`config.mk`:
```
export PLATFORM = sky130hd
export DESIGN_NAME = fxalu_div_step
export DESIGN_NICKNAME = d
export VERILOG_FILES = /design/src/rtl/fxalu_pkg.sv /design/src/rtl/fxalu_div_step.sv
export SDC_FILE = /design/constraint.sdc
export NUM_CORES = 1
export LEC_CHECK = 0
export BUFFER_PORTS_ARGS = -buffer_cell sky130_fd_sc_hd__buf_2
export CAP_MARGIN = 5
export CELL_PAD_IN_SITES_DETAIL_PLACEMENT = 1
export CELL_PAD_IN_SITES_GLOBAL_PLACEMENT = 1
export CORE_MARGIN = 1
export CORE_UTILIZATION = 39
export DETAILED_ROUTE_END_ITERATION = 8
export GPL_ROUTABILITY_DRIVEN = 0
export HOLD_SLACK_MARGIN = 0.12
export PLACE_DENSITY_LB_ADDON = 0.1
export SLEW_MARGIN = 25
export SYNTH_ARGS = -nofsm -noshare
export SYNTH_HDL_FRONTEND = slang
export SYNTH_SLANG_ARGS = --single-unit
```
`constraint.sdc`:
```
create_clock -name clk -period 1.35 [get_ports clk]
set_input_delay 0.27 -clock clk [delete_from_list [all_inputs] [get_ports clk]]
set_output_delay 0.27 -clock clk [all_outputs]
set_load 0.02 [all_outputs]
```
`src/rtl/fxalu_pkg.sv`:
```
// Shared types, codes and saturation helper for the Q24.8 fixed-point ALU.
package fxalu_pkg;

    localparam int FRACTION_BITS_DEFAULT = 8;

    typedef enum logic [3:0] {
        OP_ADD      = 4'd0,
        OP_SUB      = 4'd1,
        OP_MUL      = 4'd2,
        OP_DIV      = 4'd3,
        OP_MIN      = 4'd4,
        OP_MAX      = 4'd5,
        OP_INC      = 4'd6,
        OP_DEC      = 4'd7,
        OP_CMP      = 4'd8,
        OP_TO_INT   = 4'd9,
        OP_FROM_INT = 4'd10
    } fxalu_kind_t;

    localparam logic [1:0] ST_OK   = 2'd0;
    localparam logic [1:0] ST_SAT  = 2'd1;
    localparam logic [1:0] ST_DIV0 = 2'd2;

    localparam logic [31:0] WORD_MAX = 32'h7FFF_FFFF;
    localparam logic [31:0] WORD_MIN = 32'h8000_0000;

    typedef struct packed {
        logic [3:0]  kind;
        logic        div_neg;
        logic        less;
        logic        equal;
        logic        greater;
        logic [31:0] value;
        logic [1:0]  status;
    } fxalu_side_t;

    // Sign and magnitude to a clamped 32-bit word; top bit flags saturation.
    function automatic logic [32:0] sat_pack(input logic neg, input logic [63:0] mag);
        logic [32:0] res;
        if (neg) begin
            if (mag > 64'h0000_0000_8000_0000) begin
                res = {1'b1, WORD_MIN};
            end else begin
                res = {1'b0, 32'd0 - mag[31:0]};
            end
        end else begin
            if (mag > 64'h0000_0000_7FFF_FFFF) begin
                res = {1'b1, WORD_MAX};
            end else begin
                res = {1'b0, mag[31:0]};
            end
        end
        return res;
    endfunction

endpackage

```
`src/rtl/fxalu_div_step.sv`:
```
// One restoring-division stage: one quotient bit per stage.
module fxalu_div_step #(
    parameter int FRACTION_BITS = fxalu_pkg::FRACTION_BITS_DEFAULT,
    localparam int NUM_W = 32 + FRACTION_BITS
) (
    input  logic                      clk,
    input  logic                      rst_n,
    input  logic                      en,
    input  logic                      in_valid,
    input  fxalu_pkg::fxalu_side_t    in_side,
    input  logic [NUM_W-1:0]          in_numquo,
    input  logic [31:0]               in_rem,
    input  logic [31:0]               in_den,
    output logic                      out_valid,
    output fxalu_pkg::fxalu_side_t    out_side,
    output logic [NUM_W-1:0]          out_numquo,
    output logic [31:0]               out_rem,
    output logic [31:0]               out_den
);

    logic [32:0]            trial;
    logic [32:0]            diff;
    logic                   qbit;
    logic [31:0]            rem_next;
    logic [NUM_W-1:0]       numquo_next;

    logic                   valid_reg;
    fxalu_pkg::fxalu_side_t side_reg;
    logic [NUM_W-1:0]       numquo_reg;
    logic [31:0]            rem_reg;
    logic [31:0]            den_reg;

    always_comb
    begin
        trial       = {in_rem, in_numquo[NUM_W-1]};
        diff        = trial - {1'b0, in_den};
        qbit        = trial >= {1'b0, in_den};
        rem_next    = qbit ? diff[31:0] : trial[31:0];
        numquo_next = {in_numquo[NUM_W-2:0], qbit};
    end

    always_ff @(posedge clk or negedge rst_n)
    begin
        if (!rst_n) begin
            valid_reg <= 1'b0;
        end else if (en) begin
            valid_reg <= in_valid;
        end
    end

    always_ff @(posedge clk)
    begin
        if (en) begin
            side_reg   <= in_side;
            numquo_reg <= numquo_next;
            rem_reg    <= rem_next;
            den_reg    <= in_den;
        end
    end

    assign out_valid  = valid_reg;
    assign out_side   = side_reg;
    assign out_numquo = numquo_reg;
    assign out_rem    = rem_reg;
    assign out_den    = den_reg;

endmodule

```
Yosys cells after proc, flatten, opt, wreduce, memory -nomap -nowiden

Index checks and enable logic that the tools add are counted.

Output and inout bits: 147
Flip-flop bits (word level): 147

Order comparisons: 1
$add $sub $neg: 1
Multiplexer cells: 1

Operators by type and width:

| operator                                     | count |
|---|---|
| greater-or-equal comparator 33 x 32 -> 1 bit | 1 |
| 2-to-1 mux 32 bit                            | 1 |
| subtractor 32 bit                            | 1 |

Logic depth before layout (Yosys ltp)

Word-level depth: 2
Mapped depth: 13

Least setup slack after synthesis

No wires, ideal clock.

Path kind: input to register
Start point: input in_den[7]
End point: register rem_reg[13], in the netlist out_rem[13], data pin
Arrival time: 2.779 ns
Stages: 12
Setup slack: -1.691 ns
Cell sequence: inv_1 > ha_1 > buf_2 > nand4_1 > or4_1 > a21oi_1 > nor3_1 > a211oi_2 > o21ai_2 > o31ai_4 > buf_4 > mux2_1

Longest elaborated chain between the ends: 2

RTL lines:

| what                                                                                     | line                                       | source |
|---|---|---|
| start: declaration                                                                       | fxalu_div_step.sv:13                       | `input logic [31:0] in_den,` |
| subtractor 32 bit / greater-or-equal comparator 33 x 32 -> 1 bit (equally long branches) | fxalu_div_step.sv:36, fxalu_div_step.sv:37 |  |
| 2-to-1 mux 32 bit *                                                                      | fxalu_div_step.sv:38                       | `rem_next = qbit ? diff[31:0] : trial[31:0];` |
| net rem_next[13]                                                                         | fxalu_div_step.sv:24                       | `logic [31:0] rem_next;` |
| end signal: assignment                                                                   | fxalu_div_step.sv:56                       | `rem_reg <= rem_next;` |
| end: declaration                                                                         | fxalu_div_step.sv:30                       | `logic [31:0] rem_reg;` |

The timed path passes the listed nets; every way through them passes the cells marked *.
A chain may end at the register's enable or synchronous reset.

Final worst setup path

Start point: input in_den[8]
End point: register rem_reg[8], in the netlist out_rem[8], data pin

Same word-level chain as after synthesis.

==> results.py <==
metrics = {
    "outcome": {
        "outcome": "finished with violations",
        "violations": "negative setup slack",
    },
    "timing": {
        "rsz0062_at_grt": "yes",
        "timing.final.crit_period_ns": 2.82,
        "max_freq_mhz": 355,
        "finalHoldViolations": 0,
        "layout_setup_ws_ns": -1.47,
        "setup_viol": 40,
        "max_slew_margin": 0.501,
        "drv_slew": 0,
        "post-route-period-util": 2.09,
        "skew_ns": 0,
        "worst_pin_slew_ns": 0.741,
        "timing.hold.ws_ns": 0.120,
    },
    "detailed_routing": {
        "drtIter0Drc": 634,
        "post_drt_wl_per_cell_microns": 30.0,
        "antenna_left": 0,
        "wl_met2_mm": 19.0,
        "vias": 7288,
        "vias_per_cell": 5.76,
        "dr.pass1.iters": 5,
        "top_layer": "met5",
        "drt-met1-wl_mm": 12.8,
        "drc": 0,
        "drt-total-wl_mm": 37.9,
        "met3_length_mm": 3.03,
    },
    "worst_setup_path": {
        "reg2reg_to": "out_valid",
        "crit_arrival_ns": 3.01,
        "worstRegToRegCells": 1,
        "cp-start-kind": "primary input",
        "crit_required_ns": 1.55,
        "worst_setup_path_end_kind": "flop",
        "reg2reg_slack_ns": 0.54,
        "rr_startpoint": "out_valid",
        "crit_fanout": 5,
        "critPathKind": "primary input to flop",
    },
    "global_routing": {
        "grt_first_pass_wirelength_mm": 46.0,
        "grt_max_degree": 51,
        "first_global_vias": 7298,
        "track_usage": 0.360,
        "antenna_found_initial": 4,
        "grt_overflow_total": 0,
    },
    "hold_path": {
        "whs_endpoint": "out_side[15]",
        "hold_path_startpoint": "en",
        "min_path_cells": 1,
        "holdCritPathClass": "primary input to flop",
    },
    "synthesis": {
        "yosysMostFrequentCell": "edfxtp_1",
        "synthMuxAreaShare": 0.0202,
        "synthAdderAreaFrac": 0.0634,
        "yosysTopAreaCell": "edfxtp_1",
        "yosys.area_share.xor_xnor": 0.0357,
        "synthDominantCellAreaShare": 0.661,
        "synth_warnings": 0,
        "synth-simple-area-share": 0.0702,
        "ys.flop_type": "edfxtp_1",
        "synthTopCellsByArea": "edfxtp_1 66%, ha_1 6.0%, a21oi_1 4.2%",
        "synth_edf_count": 146,
        "ys_ff_latch": 147,
        "syn_inst": 493,
        "synth_seq_area_share": 0.665,
        "syn_area_sq_mm": 0.00663,
        "synth_compound_area_frac": 0.110,
        "syn_nets": 676,
        "ys_types": 49,
        "synth_top_family_by_area": "compound AO/OA/AOI/OAI gates",
        "syn_avg_cell_area_sq_um": 13.4,
        "synthArstFlopShare": 0.00680,
        "ys_top_cells_by_count": "146 x edfxtp_1, 56 x a21oi_1, 38 x inv_1",
    },
    "finish": {
        "syn2layout_area_growth_pct": 76.1,
        "drive_gt1_frac": 0.506,
        "final_cell_area_sq_mm": 0.0117,
        "fillCellCount": 1714,
        "fin_cells": 1266,
        "nNetsFinal": 1213,
    },
    "pwr": {
        "pwr-share-seq": 0.378,
        "p_comb_frac": 0.276,
        "clkPwrFrac": 0.346,
        "switching_power_mw": 5.05,
        "ir_drop_uv": 1040,
        "power_leakage_nw": 5.20,
        "powerDensity_mw_per_mm2": 1300,
        "switching_share": 0.332,
        "p_int_mw": 10.1,
    },
    "placed_design": {
        "dp_hpwl_mm": 17.0,
        "port_buffers": 296,
        "post_dp_cell_area_sq_mm": 0.00930,
        "dp_cells": 1101,
    },
    "clock_tree": {
        "cts-root-buf": "clkbuf_16",
        "clkTransAtPathRegs_ns": 0.07,
        "cts_buffers": 17,
        "cts_sinks": 147,
        "cts_buffer_depth": 2,
        "insertion_delay_ns": 0.45,
        "htree_levels": 4,
        "cts_tree": "yes",
    },
    "floorplan": {
        "core-area_sq_mm": 0.0166,
        "initial_utilization": 0.400,
        "fp-row-count": 47,
        "die_w_microns": 132,
        "die_h_microns": 132,
        "ios": 297,
        "dieArea_sq_mm": 0.0175,
    },
    "run": {
        "max_cap_viol_count": 0,
    },
}
==> per-layer routing <==
layer / global-route usage / vias up
li1: - / 2925
met1: 0.393 / 3548
met2: 0.639 / 597
met3: 0.0819 / 216
met4: 0.215 / 2
met5: 0 / -
==> sequential cells by signal, indices dropped and copies added (netlist names) <==
| signal | cells |
|---|---|
| out_side | 42 |
| out_numquo | 40 |
| out_den | 32 |
| out_rem | 32 |
| out_valid | 1 |
==> cell type report <==
type,instances,area (sq um),area share
Inverter,38,168,0.0144
Antenna cell,3,7.51,0.000643
Multi-Input combinational cell,290,2350,0.202
Sequential cell,147,4410,0.378
Clock inverter,15,186,0.0160
Clock buffer,17,425,0.0364
Tap cell,220,275,0.0236
Timing Repair Buffer,536,3850,0.330
==> timing repair <==
item | CTS | global route
endpoints found under the hold margin | 115 | 0
buffers inserted | 5 | 11
gates cloned | 2 | 0
pin swaps | 20 | 21
hold buffers | 115 | 0
endpoints found under the setup margin | 33 | 34
gates resized for setup | 55 | 65
==> worst max-delay path, cell delays in order <==
cell and delay, ns:
buf_8 0.08, inv_4 0.04, ha_4 0.28, nand4_1 0.18
or4_4 0.61, a21oi_4 0.13, nor3_2 0.07, a211oi_2 0.30
o21ai_2 0.13, o31ai_4 0.29, buf_6 0.18, buf_12 0.13
mux2_4 0.31
==> through the flow <==
step	power, mW	TNS (ns)	util	worst slack, ns
after floorplan	7.37	-48.88	-	-1.57
after global placement	8.69	-52.79	0.561	-1.78
after detailed placement	8.79	-56.95	0.561	-1.83
after CTS	14.2	-40.29	0.684	-1.33
after global routing	15.5	-47.20	0.704	-1.55
final	15.2	-45.15	0.704	-1.47
==> cells by family (layout without fill, tap and decap cells) <==
| logic type | count (synthesis) | in the layout |
|---|---|---|
| AOI/OAI and AO/OA | 119 | 119 |
| xor gates and xnor gates | 27 | 27 |
| adders and majority gates | 33 | 33 |
| buffers and inverters | 56 | 606 |
| DFF | 147 | 147 |
| muxes | 12 | 12 |
| other | 0 | 3 |
| and+or+nand+nor | 99 | 99 |
==> worst max path at each step <==
stage                   from           to  slack (ns)
6_report           in_den[8]   out_rem[8]       -1.47
5_1_grt        in_numquo[39]  out_rem[30]       -1.55
4_1_cts            in_rem[6]   out_rem[8]       -1.33
3_5_place_dp      in_den[18]   out_rem[8]       -1.83
3_3_place_gp   in_numquo[39]  out_rem[30]       -1.78
2_1_floorplan      in_den[7]  out_rem[13]       -1.57
==> cells in the final DEF (no fill, tap or decap), types with 3 or more instances in the layout <==
cell type,count
a211oi_1,3
a21o_1,12
a21oi_1,40
a21oi_2,15
buf_12,5
buf_2,278
buf_4,109
buf_6,18
buf_8,9
clkbuf_16,17
diode_2,3
dlygate4sd3_1,115
edfxtp_1,146
ha_1,24
ha_4,8
inv_1,30
inv_4,5
inv_6,6
inv_8,4
mux2_4,10
nand2_1,25
nand3_1,8
nand4_1,8
nor2_1,24
nor2_2,11
nor2b_1,3
nor4_1,3
o211ai_1,4
o21a_1,6
o21ai_0,11
o21ai_1,3
o21ai_2,3
xnor2_1,14
xor2_1,12
==> power by group through the flow <==
| stage | Clock [mW] | Combinational, mW | Sequential [mW] |
|---|---|---|---|
| after floorplan | 0 | 1.02 | 6.35 |
| after global placement | 0 | 2.95 | 5.75 |
| after detailed placement | 0 | 3.03 | 5.76 |
| after CTS | 5.03 | 3.51 | 5.67 |
| after global routing | 5.41 | 4.29 | 5.77 |
| final | 5.26 | 4.19 | 5.75 |
Note: power is estimated with default switching activity, not from simulation.
