--- config.mk ---
export PLATFORM = sky130hd
export DESIGN_NAME = fxalu_front
export DESIGN_NICKNAME = d
export VERILOG_FILES = /design/src/rtl/fxalu_pkg.sv /design/src/rtl/fxalu_front.sv
export SDC_FILE = /design/constraint.sdc
export NUM_CORES = 2
export LEC_CHECK = 0
export BUFFER_PORTS_ARGS = -buffer_cell sky130_fd_sc_hd__buf_4
export CAP_MARGIN = 5
export CORE_MARGIN = 8
export CORE_UTILIZATION = 40
export DETAILED_ROUTE_END_ITERATION = 16
export GPL_TIMING_DRIVEN = 0
export SETUP_SLACK_MARGIN = 0.4
export SYNTH_ARGS = -nofsm -noshare
export SYNTH_HDL_FRONTEND = slang
export SYNTH_SLANG_ARGS = --single-unit
--- constraint.sdc ---
create_clock -name clk -period 7.25 [get_ports clk]
set_input_delay 0.725 -clock clk [delete_from_list [all_inputs] [get_ports clk]]
set_output_delay 0.725 -clock clk [all_outputs]
set_load 0.03 [all_outputs]
--- src/rtl/fxalu_pkg.sv ---
// Shared types, codes and saturation helper for the Q24.8 fixed-point ALU.
package fxalu_pkg;

    localparam int FRACTION_BITS_DEFAULT = 8;

    typedef enum logic [3:0] {
        OP_ADD      = 4'd0,
        OP_SUB      = 4'd1,
        OP_MUL      = 4'd2,
        OP_DIV      = 4'd3,
        OP_MIN      = 4'd4,
        OP_MAX      = 4'd5,
        OP_INC      = 4'd6,
        OP_DEC      = 4'd7,
        OP_CMP      = 4'd8,
        OP_TO_INT   = 4'd9,
        OP_FROM_INT = 4'd10
    } fxalu_kind_t;

    localparam logic [1:0] ST_OK   = 2'd0;
    localparam logic [1:0] ST_SAT  = 2'd1;
    localparam logic [1:0] ST_DIV0 = 2'd2;

    localparam logic [31:0] WORD_MAX = 32'h7FFF_FFFF;
    localparam logic [31:0] WORD_MIN = 32'h8000_0000;

    typedef struct packed {
        logic [3:0]  kind;
        logic        div_neg;
        logic        less;
        logic        equal;
        logic        greater;
        logic [31:0] value;
        logic [1:0]  status;
    } fxalu_side_t;

    // Sign and magnitude to a clamped 32-bit word; top bit flags saturation.
    function automatic logic [32:0] sat_pack(input logic neg, input logic [63:0] mag);
        logic [32:0] res;
        if (neg) begin
            if (mag > 64'h0000_0000_8000_0000) begin
                res = {1'b1, WORD_MIN};
            end else begin
                res = {1'b0, 32'd0 - mag[31:0]};
            end
        end else begin
            if (mag > 64'h0000_0000_7FFF_FFFF) begin
                res = {1'b1, WORD_MAX};
            end else begin
                res = {1'b0, mag[31:0]};
            end
        end
        return res;
    endfunction

endpackage

--- src/rtl/fxalu_front.sv ---
// Front stages: operand decode, simple operations, multiply and its rounding.
module fxalu_front #(
    parameter int FRACTION_BITS = fxalu_pkg::FRACTION_BITS_DEFAULT,
    localparam int NUM_W = 32 + FRACTION_BITS
) (
    input  logic                      clk,
    input  logic                      rst_n,
    input  logic                      en,
    input  logic                      in_valid,
    input  logic [3:0]                kind,
    input  logic signed [31:0]        operand_a,
    input  logic signed [31:0]        operand_b,
    output logic                      out_valid,
    output fxalu_pkg::fxalu_side_t    side,
    output logic [NUM_W-1:0]          num,
    output logic [31:0]               den
);

    localparam logic [63:0] HALF_LSB = 64'd1 << (FRACTION_BITS - 1);

    function automatic logic [32:0] sat33(input logic [32:0] s);
        logic [32:0] res;
        if (s[32] != s[31]) begin
            res = {1'b1, s[32] ? fxalu_pkg::WORD_MIN : fxalu_pkg::WORD_MAX};
        end else begin
            res = {1'b0, s[31:0]};
        end
        return res;
    endfunction

    logic [31:0]           mag_a;
    logic [31:0]           mag_b;
    logic [32:0]           ext_a;
    logic [32:0]           ext_b;
    logic [32:0]           sat_res;
    logic [31:0]           int_part;
    fxalu_pkg::fxalu_side_t s1_side_next;

    logic                   s1_valid_reg;
    fxalu_pkg::fxalu_side_t s1_side_reg;
    logic [NUM_W-1:0]       s1_num_reg;
    logic [31:0]            s1_den_reg;

    logic                   s2_valid_reg;
    fxalu_pkg::fxalu_side_t s2_side_reg;
    logic [NUM_W-1:0]       s2_num_reg;
    logic [31:0]            s2_den_reg;
    logic [63:0]            s2_prod_reg;

    logic                   s3_valid_reg;
    fxalu_pkg::fxalu_side_t s3_side_reg;
    fxalu_pkg::fxalu_side_t s3_side_next;
    logic [NUM_W-1:0]       s3_num_reg;
    logic [31:0]            s3_den_reg;
    logic [32:0]            mul_res;

    always_comb
    begin
        mag_a    = operand_a[31] ? (32'd0 - 32'(operand_a)) : 32'(operand_a);
        mag_b    = operand_b[31] ? (32'd0 - 32'(operand_b)) : 32'(operand_b);
        ext_a    = {operand_a[31], operand_a};
        ext_b    = {operand_b[31], operand_b};
        int_part = mag_a >> FRACTION_BITS;
        sat_res  = 33'd0;

        s1_side_next.kind    = kind;
        s1_side_next.div_neg = operand_a[31] ^ operand_b[31];
        s1_side_next.less    = operand_a < operand_b;
        s1_side_next.equal   = operand_a == operand_b;
        s1_side_next.greater = operand_a > operand_b;
        s1_side_next.value   = 32'd0;
        s1_side_next.status  = fxalu_pkg::ST_OK;

        unique case (kind)
            fxalu_pkg::OP_ADD:      sat_res = sat33(ext_a + ext_b);
            fxalu_pkg::OP_SUB:      sat_res = sat33(ext_a - ext_b);
            fxalu_pkg::OP_INC:      sat_res = sat33(ext_a + 33'd1);
            fxalu_pkg::OP_DEC:      sat_res = sat33(ext_a - 33'd1);
            fxalu_pkg::OP_MIN:      sat_res = {1'b0, (operand_b < operand_a) ? operand_b : operand_a};
            fxalu_pkg::OP_MAX:      sat_res = {1'b0, (operand_b > operand_a) ? operand_b : operand_a};
            fxalu_pkg::OP_TO_INT:
            begin
                sat_res = {1'b0, operand_a[31] ? (32'd0 - int_part) : int_part};
            end
            fxalu_pkg::OP_FROM_INT:
            begin
                sat_res = fxalu_pkg::sat_pack(operand_a[31], 64'(mag_a) << FRACTION_BITS);
            end
            default:                sat_res = 33'd0;
        endcase

        s1_side_next.value = sat_res[31:0];
        if (sat_res[32]) begin
            s1_side_next.status = fxalu_pkg::ST_SAT;
        end
        if (kind == fxalu_pkg::OP_DIV && mag_b == 32'd0) begin
            s1_side_next.status = fxalu_pkg::ST_DIV0;
        end
    end

    always_comb
    begin
        mul_res      = fxalu_pkg::sat_pack(s2_side_reg.div_neg,
                                           (s2_prod_reg + HALF_LSB) >> FRACTION_BITS);
        s3_side_next = s2_side_reg;
        if (s2_side_reg.kind == fxalu_pkg::OP_MUL) begin
            s3_side_next.value  = mul_res[31:0];
            s3_side_next.status = mul_res[32] ? fxalu_pkg::ST_SAT : fxalu_pkg::ST_OK;
        end
    end

    always_ff @(posedge clk or negedge rst_n)
    begin
        if (!rst_n) begin
            s1_valid_reg <= 1'b0;
            s2_valid_reg <= 1'b0;
            s3_valid_reg <= 1'b0;
        end else if (en) begin
            s1_valid_reg <= in_valid;
            s2_valid_reg <= s1_valid_reg;
            s3_valid_reg <= s2_valid_reg;
        end
    end

    always_ff @(posedge clk)
    begin
        if (en) begin
            s1_side_reg <= s1_side_next;
            s1_num_reg  <= {mag_a, FRACTION_BITS'(0)};
            s1_den_reg  <= mag_b;
            s2_side_reg <= s1_side_reg;
            s2_num_reg  <= s1_num_reg;
            s2_den_reg  <= s1_den_reg;
            s2_prod_reg <= 64'(s1_num_reg[NUM_W-1:FRACTION_BITS]) * 64'(s1_den_reg);
            s3_side_reg <= s3_side_next;
            s3_num_reg  <= s2_num_reg;
            s3_den_reg  <= s2_den_reg;
        end
    end

    assign out_valid = s3_valid_reg;
    assign side      = s3_side_reg;
    assign num       = s3_num_reg;
    assign den       = s3_den_reg;

endmodule

======== Word level (Yosys, flattened, before mapping) ========
Cells that the tools add are included.
word-level totals
  word-level logic and storage cells ...... 91
  register bits ........................... 385
  input port bits ......................... 72
  output and inout port bits .............. 115
operators by class
  eq/ne operators ......................... 14
  add/subtract/negate cells ............... 10
  reductions and logical operators ........ 3
  bitwise operators ....................... 1
  multiply operators ...................... 1
  mux-type cells .......................... 23
  magnitude comparators ................... 8
operators with widths
  operator                                                          count
  two-way mux 33 bit                                                10
  two-way mux 32 bit                                                9
  case mux 33 bit (8 select lines)                                  1
  subtractor 1 x 32 -> 32 bit (first input constant)                4
  adder 64 x 8 -> 64 bit (second input constant)                    1
  greater-than comparator 32 bit                                    2
  < comparator 32 bit                                               2
  multiplier 32 x 32 -> 64 bit                                      1
  greater-than comparator 56 x 31 -> 1 bit (second input constant)  1
  greater-than comparator 56 x 32 -> 1 bit (second input constant)  1
  greater-than comparator 40 x 31 -> 1 bit (second input constant)  1
  greater-than comparator 40 x 32 -> 1 bit (second input constant)  1
  two-way mux 34 bit                                                1
  adder 32 x 2 -> 33 bit (second input constant)                    1
  adder 32 x 32 -> 33 bit                                           1
  subtractor 32 x 2 -> 33 bit (second input constant)               1
  subtractor 32 x 32 -> 33 bit                                      1
  equality test 32 bit                                              1
  logical NOT 32 bit                                                1
  subtractor 1 x 24 -> 25 bit (first input constant)                1
  equality test 4 x 3 -> 1 bit (second input constant)              4
  equality test 4 x 2 -> 1 bit (second input constant)              2
  equality test 4 bit (second input constant)                       2
  equality test 4 x 1 -> 1 bit (second input constant)              1
  other kinds (5)                                                   9

======== Depth between registers and ports, before layout ========
  depth after elaboration ................. 7
  mapped depth ............................ 29
  depth with buffers taken out ............ 28

======== Least setup slack after synthesis ========
OpenSTA, ideal clock, no wires.
  path type ............................... register to register
  start ................................... reg s1_den_reg[7]
  end ..................................... reg s2_prod_reg[63], data pin
  stages on the path, launching flop included .. 28
  data arrival time ....................... 7.434 ns
  library setup time ...................... 0.260 ns
  clock period less this slack ............ 7.694 ns
  slack ................................... -0.444 ns
  cells stage by stage .................... edfxtp_1 > clkbuf_1 > and2_1 > fa_1 > fa_1 > fa_1 > inv_1 > fa_1 > inv_1 > fa_1 > inv_1 > fa_1 > inv_1 > fa_1 > inv_1 > fa_1 > inv_1 > ha_1 > nand2_1 > or3_1 > or3_1 > o31ai_1 > a21oi_1 > o21ba_2 > o21ai_1 > a311oi_1 > o21bai_1 > xnor2_1
between the ends
  cells in the longest elaborated chain, start to end .. 1
ends and longest elaborated chain
  element                       RTL line            source
  start, declared               fxalu_front.sv:42   logic [31:0] s1_den_reg;
  start signal, assigned        fxalu_front.sv:130  s1_den_reg <= mag_b;
  multiplier 32 x 32 -> 64 bit  fxalu_front.sv:134  s2_prod_reg <= 64'(s1_num_reg[NUM_W-1:FRACTION_BITS]) * 64'(s1_den_reg);
  end signal, assigned          fxalu_front.sv:134
  end, declared                 fxalu_front.sv:48   logic [63:0] s2_prod_reg;
Every way passes these cells.
A chain may end at the register's enable or synchronous reset.

======== Worst setup path after layout ========
  start ................................... reg s1_num_reg[18]
  end ..................................... reg s2_prod_reg[61], data pin
between the ends
  cells in the longest elaborated chain, start to end .. 1
ends and longest elaborated chain
  element                       RTL line            source
  start, declared               fxalu_front.sv:41   logic [NUM_W-1:0] s1_num_reg;
  start signal, assigned        fxalu_front.sv:129  s1_num_reg <= {mag_a, FRACTION_BITS'(0)};
  multiplier 32 x 32 -> 64 bit  fxalu_front.sv:134
Every way passes these cells.

==> results list <==
- Clock sink count: 378
- The post-route netlist has 14.7% of its cells at a drive strength greater than 1.
- Number of global-route vias before repair: 51100
- IO Pins: 187
- Before antenna repair, the detailed router went through 6 iterations.
* Minimum clock period: 8.28 ns
- Entering global routing, the biggest net connects 122 pins.
- Overall Global Routing Usage: 31.9%
- The clock passes through at most 3 buffers.
- Number of vias after detailed routing: 50600
- In this run the worst hold path is classified as in -> reg.
* Fraction of registers with async set/reset: 0.794%
- Number of synthesized register bits: 378
- After global routing the overflow that remains totals 0.
- STA classifies the critical path startpoint as a register.
- The first global-routing pass estimated 364000 µm of wire.
- The total area inside the core boundary comes to 0.145 mm².
- Worst r2r src: s1_num_reg[18]
* Worst clock skew: 0.0280 ns
- The worst register-to-register path has a setup slack of -1.03 ns.
- The sequential cells in the finished layout cover a total of 0.0113 mm².
- Share of synthesized area occupied by flip-flops and latches: 19.4%
- TritonCTS built the clock tree.
- Library cell occupying the most area in the post-synthesis netlist: sky130_fd_sc_hd__fa_1
* Data arrival time at the worst-slack endpoint: 8.62 ns
- Final Max Tran Viols: 0
- Timing-limited maximum frequency: 121 MHz
- In this run the worst setup path begins at s1_num_reg[18].
- Floorplan die area: 0.159 mm²
* Gate count after technology mapping: 6279
* Delay of the slowest cell on the worst path: 0.62 ns
- In this run, synthesis inferred 375 flip-flops with an integrated enable.
- Area of the multi-input gates: 0.0430 mm²
- Final hold vios: 0
- Period utilization: 114%
* Root Buffer: sky130_fd_sc_hd__clkbuf_16
- The die is 398 µm wide.
* Summed negative setup slack over all endpoints: -24.84 ns
* Half-perimeter wire length after placement: 207000 µm
- Mean instance size in the synthesized netlist: 9.30 µm²
* Worst Path Buf+Inv: 10
- Clock-pin slew of the registers on the worst-case setup and hold paths: 0.06 ns
- Number of endpoints failing setup at the final stage: 34
* Drt via density: 5.82
- The critical path is of the reg -> reg type.
- The run finished, with violations left.
- Reg-to-reg critical path endpoint: s2_prod_reg[61]
* Antenna-violating nets left: 0
- Cell type with the highest occurrence count on the critical path: sky130_fd_sc_hd__fa_1
- Synth warn: 0
- In the synthesized netlist the dominant register cell turns out to be sky130_fd_sc_hd__edfxtp_1.
- Top fanout value on the critical path: 7
- Starting DRT DRC Count: 5375
- Total length of routed wires: 257000 µm
- The number of antenna violations at the first check in global routing was 44.
* Total clock buffers created by CTS: 43
* Actual transition at the worst max-transition pin: 1.21 ns
* Capturing element type of the critical path: register
* Number of max-capacitance violations reported: 0
- Number of port buffers: 178
* Summed instance area of the synthesized netlist: 0.0584 mm²
- Dominant cells by area after synthesis: sky130_fd_sc_hd__fa_1, sky130_fd_sc_hd__edfxtp_1, sky130_fd_sc_hd__ha_1
- Number of cells on the critical path: 30
- Net count reported at finish: 8021
- For this design, the slowest cell found on the critical path is sky130_fd_sc_hd__fa_2.
- Violations in the final reports: negative setup slack
- The most critical setup path has its endpoint at s2_prod_reg[61].
- Std-Cell Rows: 140
- Headroom to the max-slew limit came out at 18.6%.
- From synthesis to final layout, the design area changed by 16.7%.
* Starting Density: 40.2%
- The register with the most flip-flops in the layout has 57 of them.
- The H-tree was split into 2 levels.
* Fill cell total of the finished layout: 13900
* Cell class contributing the biggest share of worst-path delay: adder cells
* Worst setup margin: -1.03 ns
* Setup repair after global routing missed its margin: yes
- Measured in cells, the most critical reg-to-reg path has a length of 30.
- The die is 398 µm tall.
- The later pin in the worst-skew pair is clocked with a latency of 0.63 ns.
- WL per Instance: 29.7 µm
- In this run, distinct cell masters in the synthesized netlist total 110.
- The synthesized design devotes to its leading area cell type 30.7% of total area.
- Routability congestion estimate: 1.02
- DRC violations left: 0
- Crit path required time: 7.59 ns
-- timing repair --
action,4_1_cts,5_1_grt
endpoints found under the setup margin,85,79
pin swaps,102,91
hold buffers,1,0
gates resized for setup,494,140
buffers inserted,170,28
cloned,1,0
hold endpoints to repair,3,0
-- layout make-up --
cell class	count	area share, %
Multi-Input combinational cell	4493	63.0
Sequential cell	378	16.6
Inverter	1030	5.67
Timing Repair Buffer	384	4.97
Buffer	384	3.96
Tap cell	1917	3.52
Clock buffer	52	1.63
Clock inverter	27	0.549
Antenna cell	17	0.0624
-- how the worst min path moves through the flow --
stage / from / to / slack (ns) / depth (start not counted)
floorplan: s2_den_reg[0] / den[0] / 0.40 / 0
global placement: s2_num_reg[9] / num[9] / 0.40 / 0
detailed placement: s2_den_reg[29] / den[29] / 0.40 / 0
CTS: in_valid / s1_valid_reg / 0.29 / 2
global route: in_valid / s1_valid_reg / 0.31 / 2
finish: in_valid / s1_valid_reg / 0.33 / 2
-- synthesized netlist by cell type (88+ instances only) --
cell type	number
sky130_fd_sc_hd__ha_1	338
sky130_fd_sc_hd__nand3_1	104
sky130_fd_sc_hd__nor2_1	216
sky130_fd_sc_hd__edfxtp_1	375
sky130_fd_sc_hd__o21ai_0	180
sky130_fd_sc_hd__inv_1	1021
sky130_fd_sc_hd__and2_1	605
sky130_fd_sc_hd__nand4_1	90
sky130_fd_sc_hd__fa_1	897
sky130_fd_sc_hd__xnor2_1	225
sky130_fd_sc_hd__a21oi_1	233
sky130_fd_sc_hd__clkbuf_1	329
sky130_fd_sc_hd__nand2_1	667
sky130_fd_sc_hd__nor3_1	88
-- kinds of logic after synthesis --
logic type / Yosys count / synth area share [%]
AO/OA/AOI/OAI: 852 / 9.63
XOR/XNOR: 307 / 4.60
adder cells (fa/ha/maj): 1235 / 38.0
buffers and inverters: 1415 / 9.25
flip-flops: 378 / 19.4
multiplexers: 46 / 0.805
other: 1 / 0.00642
AND/OR/NAND/NOR: 2045 / 18.3
-- placed cells by master, fill, tap and decap left out, types with 28 or more instances in the layout --
cell type,count
sky130_fd_sc_hd__and2_4,30
sky130_fd_sc_hd__buf_6,28
sky130_fd_sc_hd__nor3_1,87
sky130_fd_sc_hd__clkbuf_8,37
sky130_fd_sc_hd__mux2i_1,38
sky130_fd_sc_hd__clkbuf_1,135
sky130_fd_sc_hd__o21ai_0,170
sky130_fd_sc_hd__a21o_1,54
sky130_fd_sc_hd__clkbuf_4,68
sky130_fd_sc_hd__nand4_1,90
sky130_fd_sc_hd__o31ai_1,33
sky130_fd_sc_hd__clkbuf_2,54
sky130_fd_sc_hd__nor2_1,214
sky130_fd_sc_hd__inv_2,32
sky130_fd_sc_hd__a21oi_1,213
sky130_fd_sc_hd__nand2_1,657
sky130_fd_sc_hd__buf_2,35
sky130_fd_sc_hd__inv_1,991
sky130_fd_sc_hd__fa_2,40
sky130_fd_sc_hd__a211oi_1,33
sky130_fd_sc_hd__buf_4,349
sky130_fd_sc_hd__clkbuf_16,56
sky130_fd_sc_hd__ha_1,314
sky130_fd_sc_hd__xor2_1,72
sky130_fd_sc_hd__edfxtp_1,375
sky130_fd_sc_hd__nor4_1,47
sky130_fd_sc_hd__and3_1,33
sky130_fd_sc_hd__and2_1,575
sky130_fd_sc_hd__nand3_1,103
sky130_fd_sc_hd__xnor2_1,212
sky130_fd_sc_hd__fa_1,857
-- per-stage QoR --
step	utilization, %	worst slack [ns]	instances	instance area [µm²]	hold slack, ns
floorplan	-	-0.000137	6286	58900	0.400
global placement	43.1	-2.98	8381	62600	0.401
detailed placement	43.1	-3.09	8387	62700	0.405
CTS	46.4	-0.909	8638	67500	0.286
global route	46.9	-1.16	8667	68100	0.312
finish	46.9	-1.03	8682	68200	0.334
-- per-layer routing --
layer	vias up	part of all wire, %	global-route usage [%]
met3	689	9.6	6.85
met2	2752	44	49.4
met1	25900	39	41.8
met4	14	6.8	17.1
met5	-	0.035	0
li1	21200	-	-
Power is not shown: default switching activity piles up to over one toggle a cycle in this logic, so the estimate is an artifact.
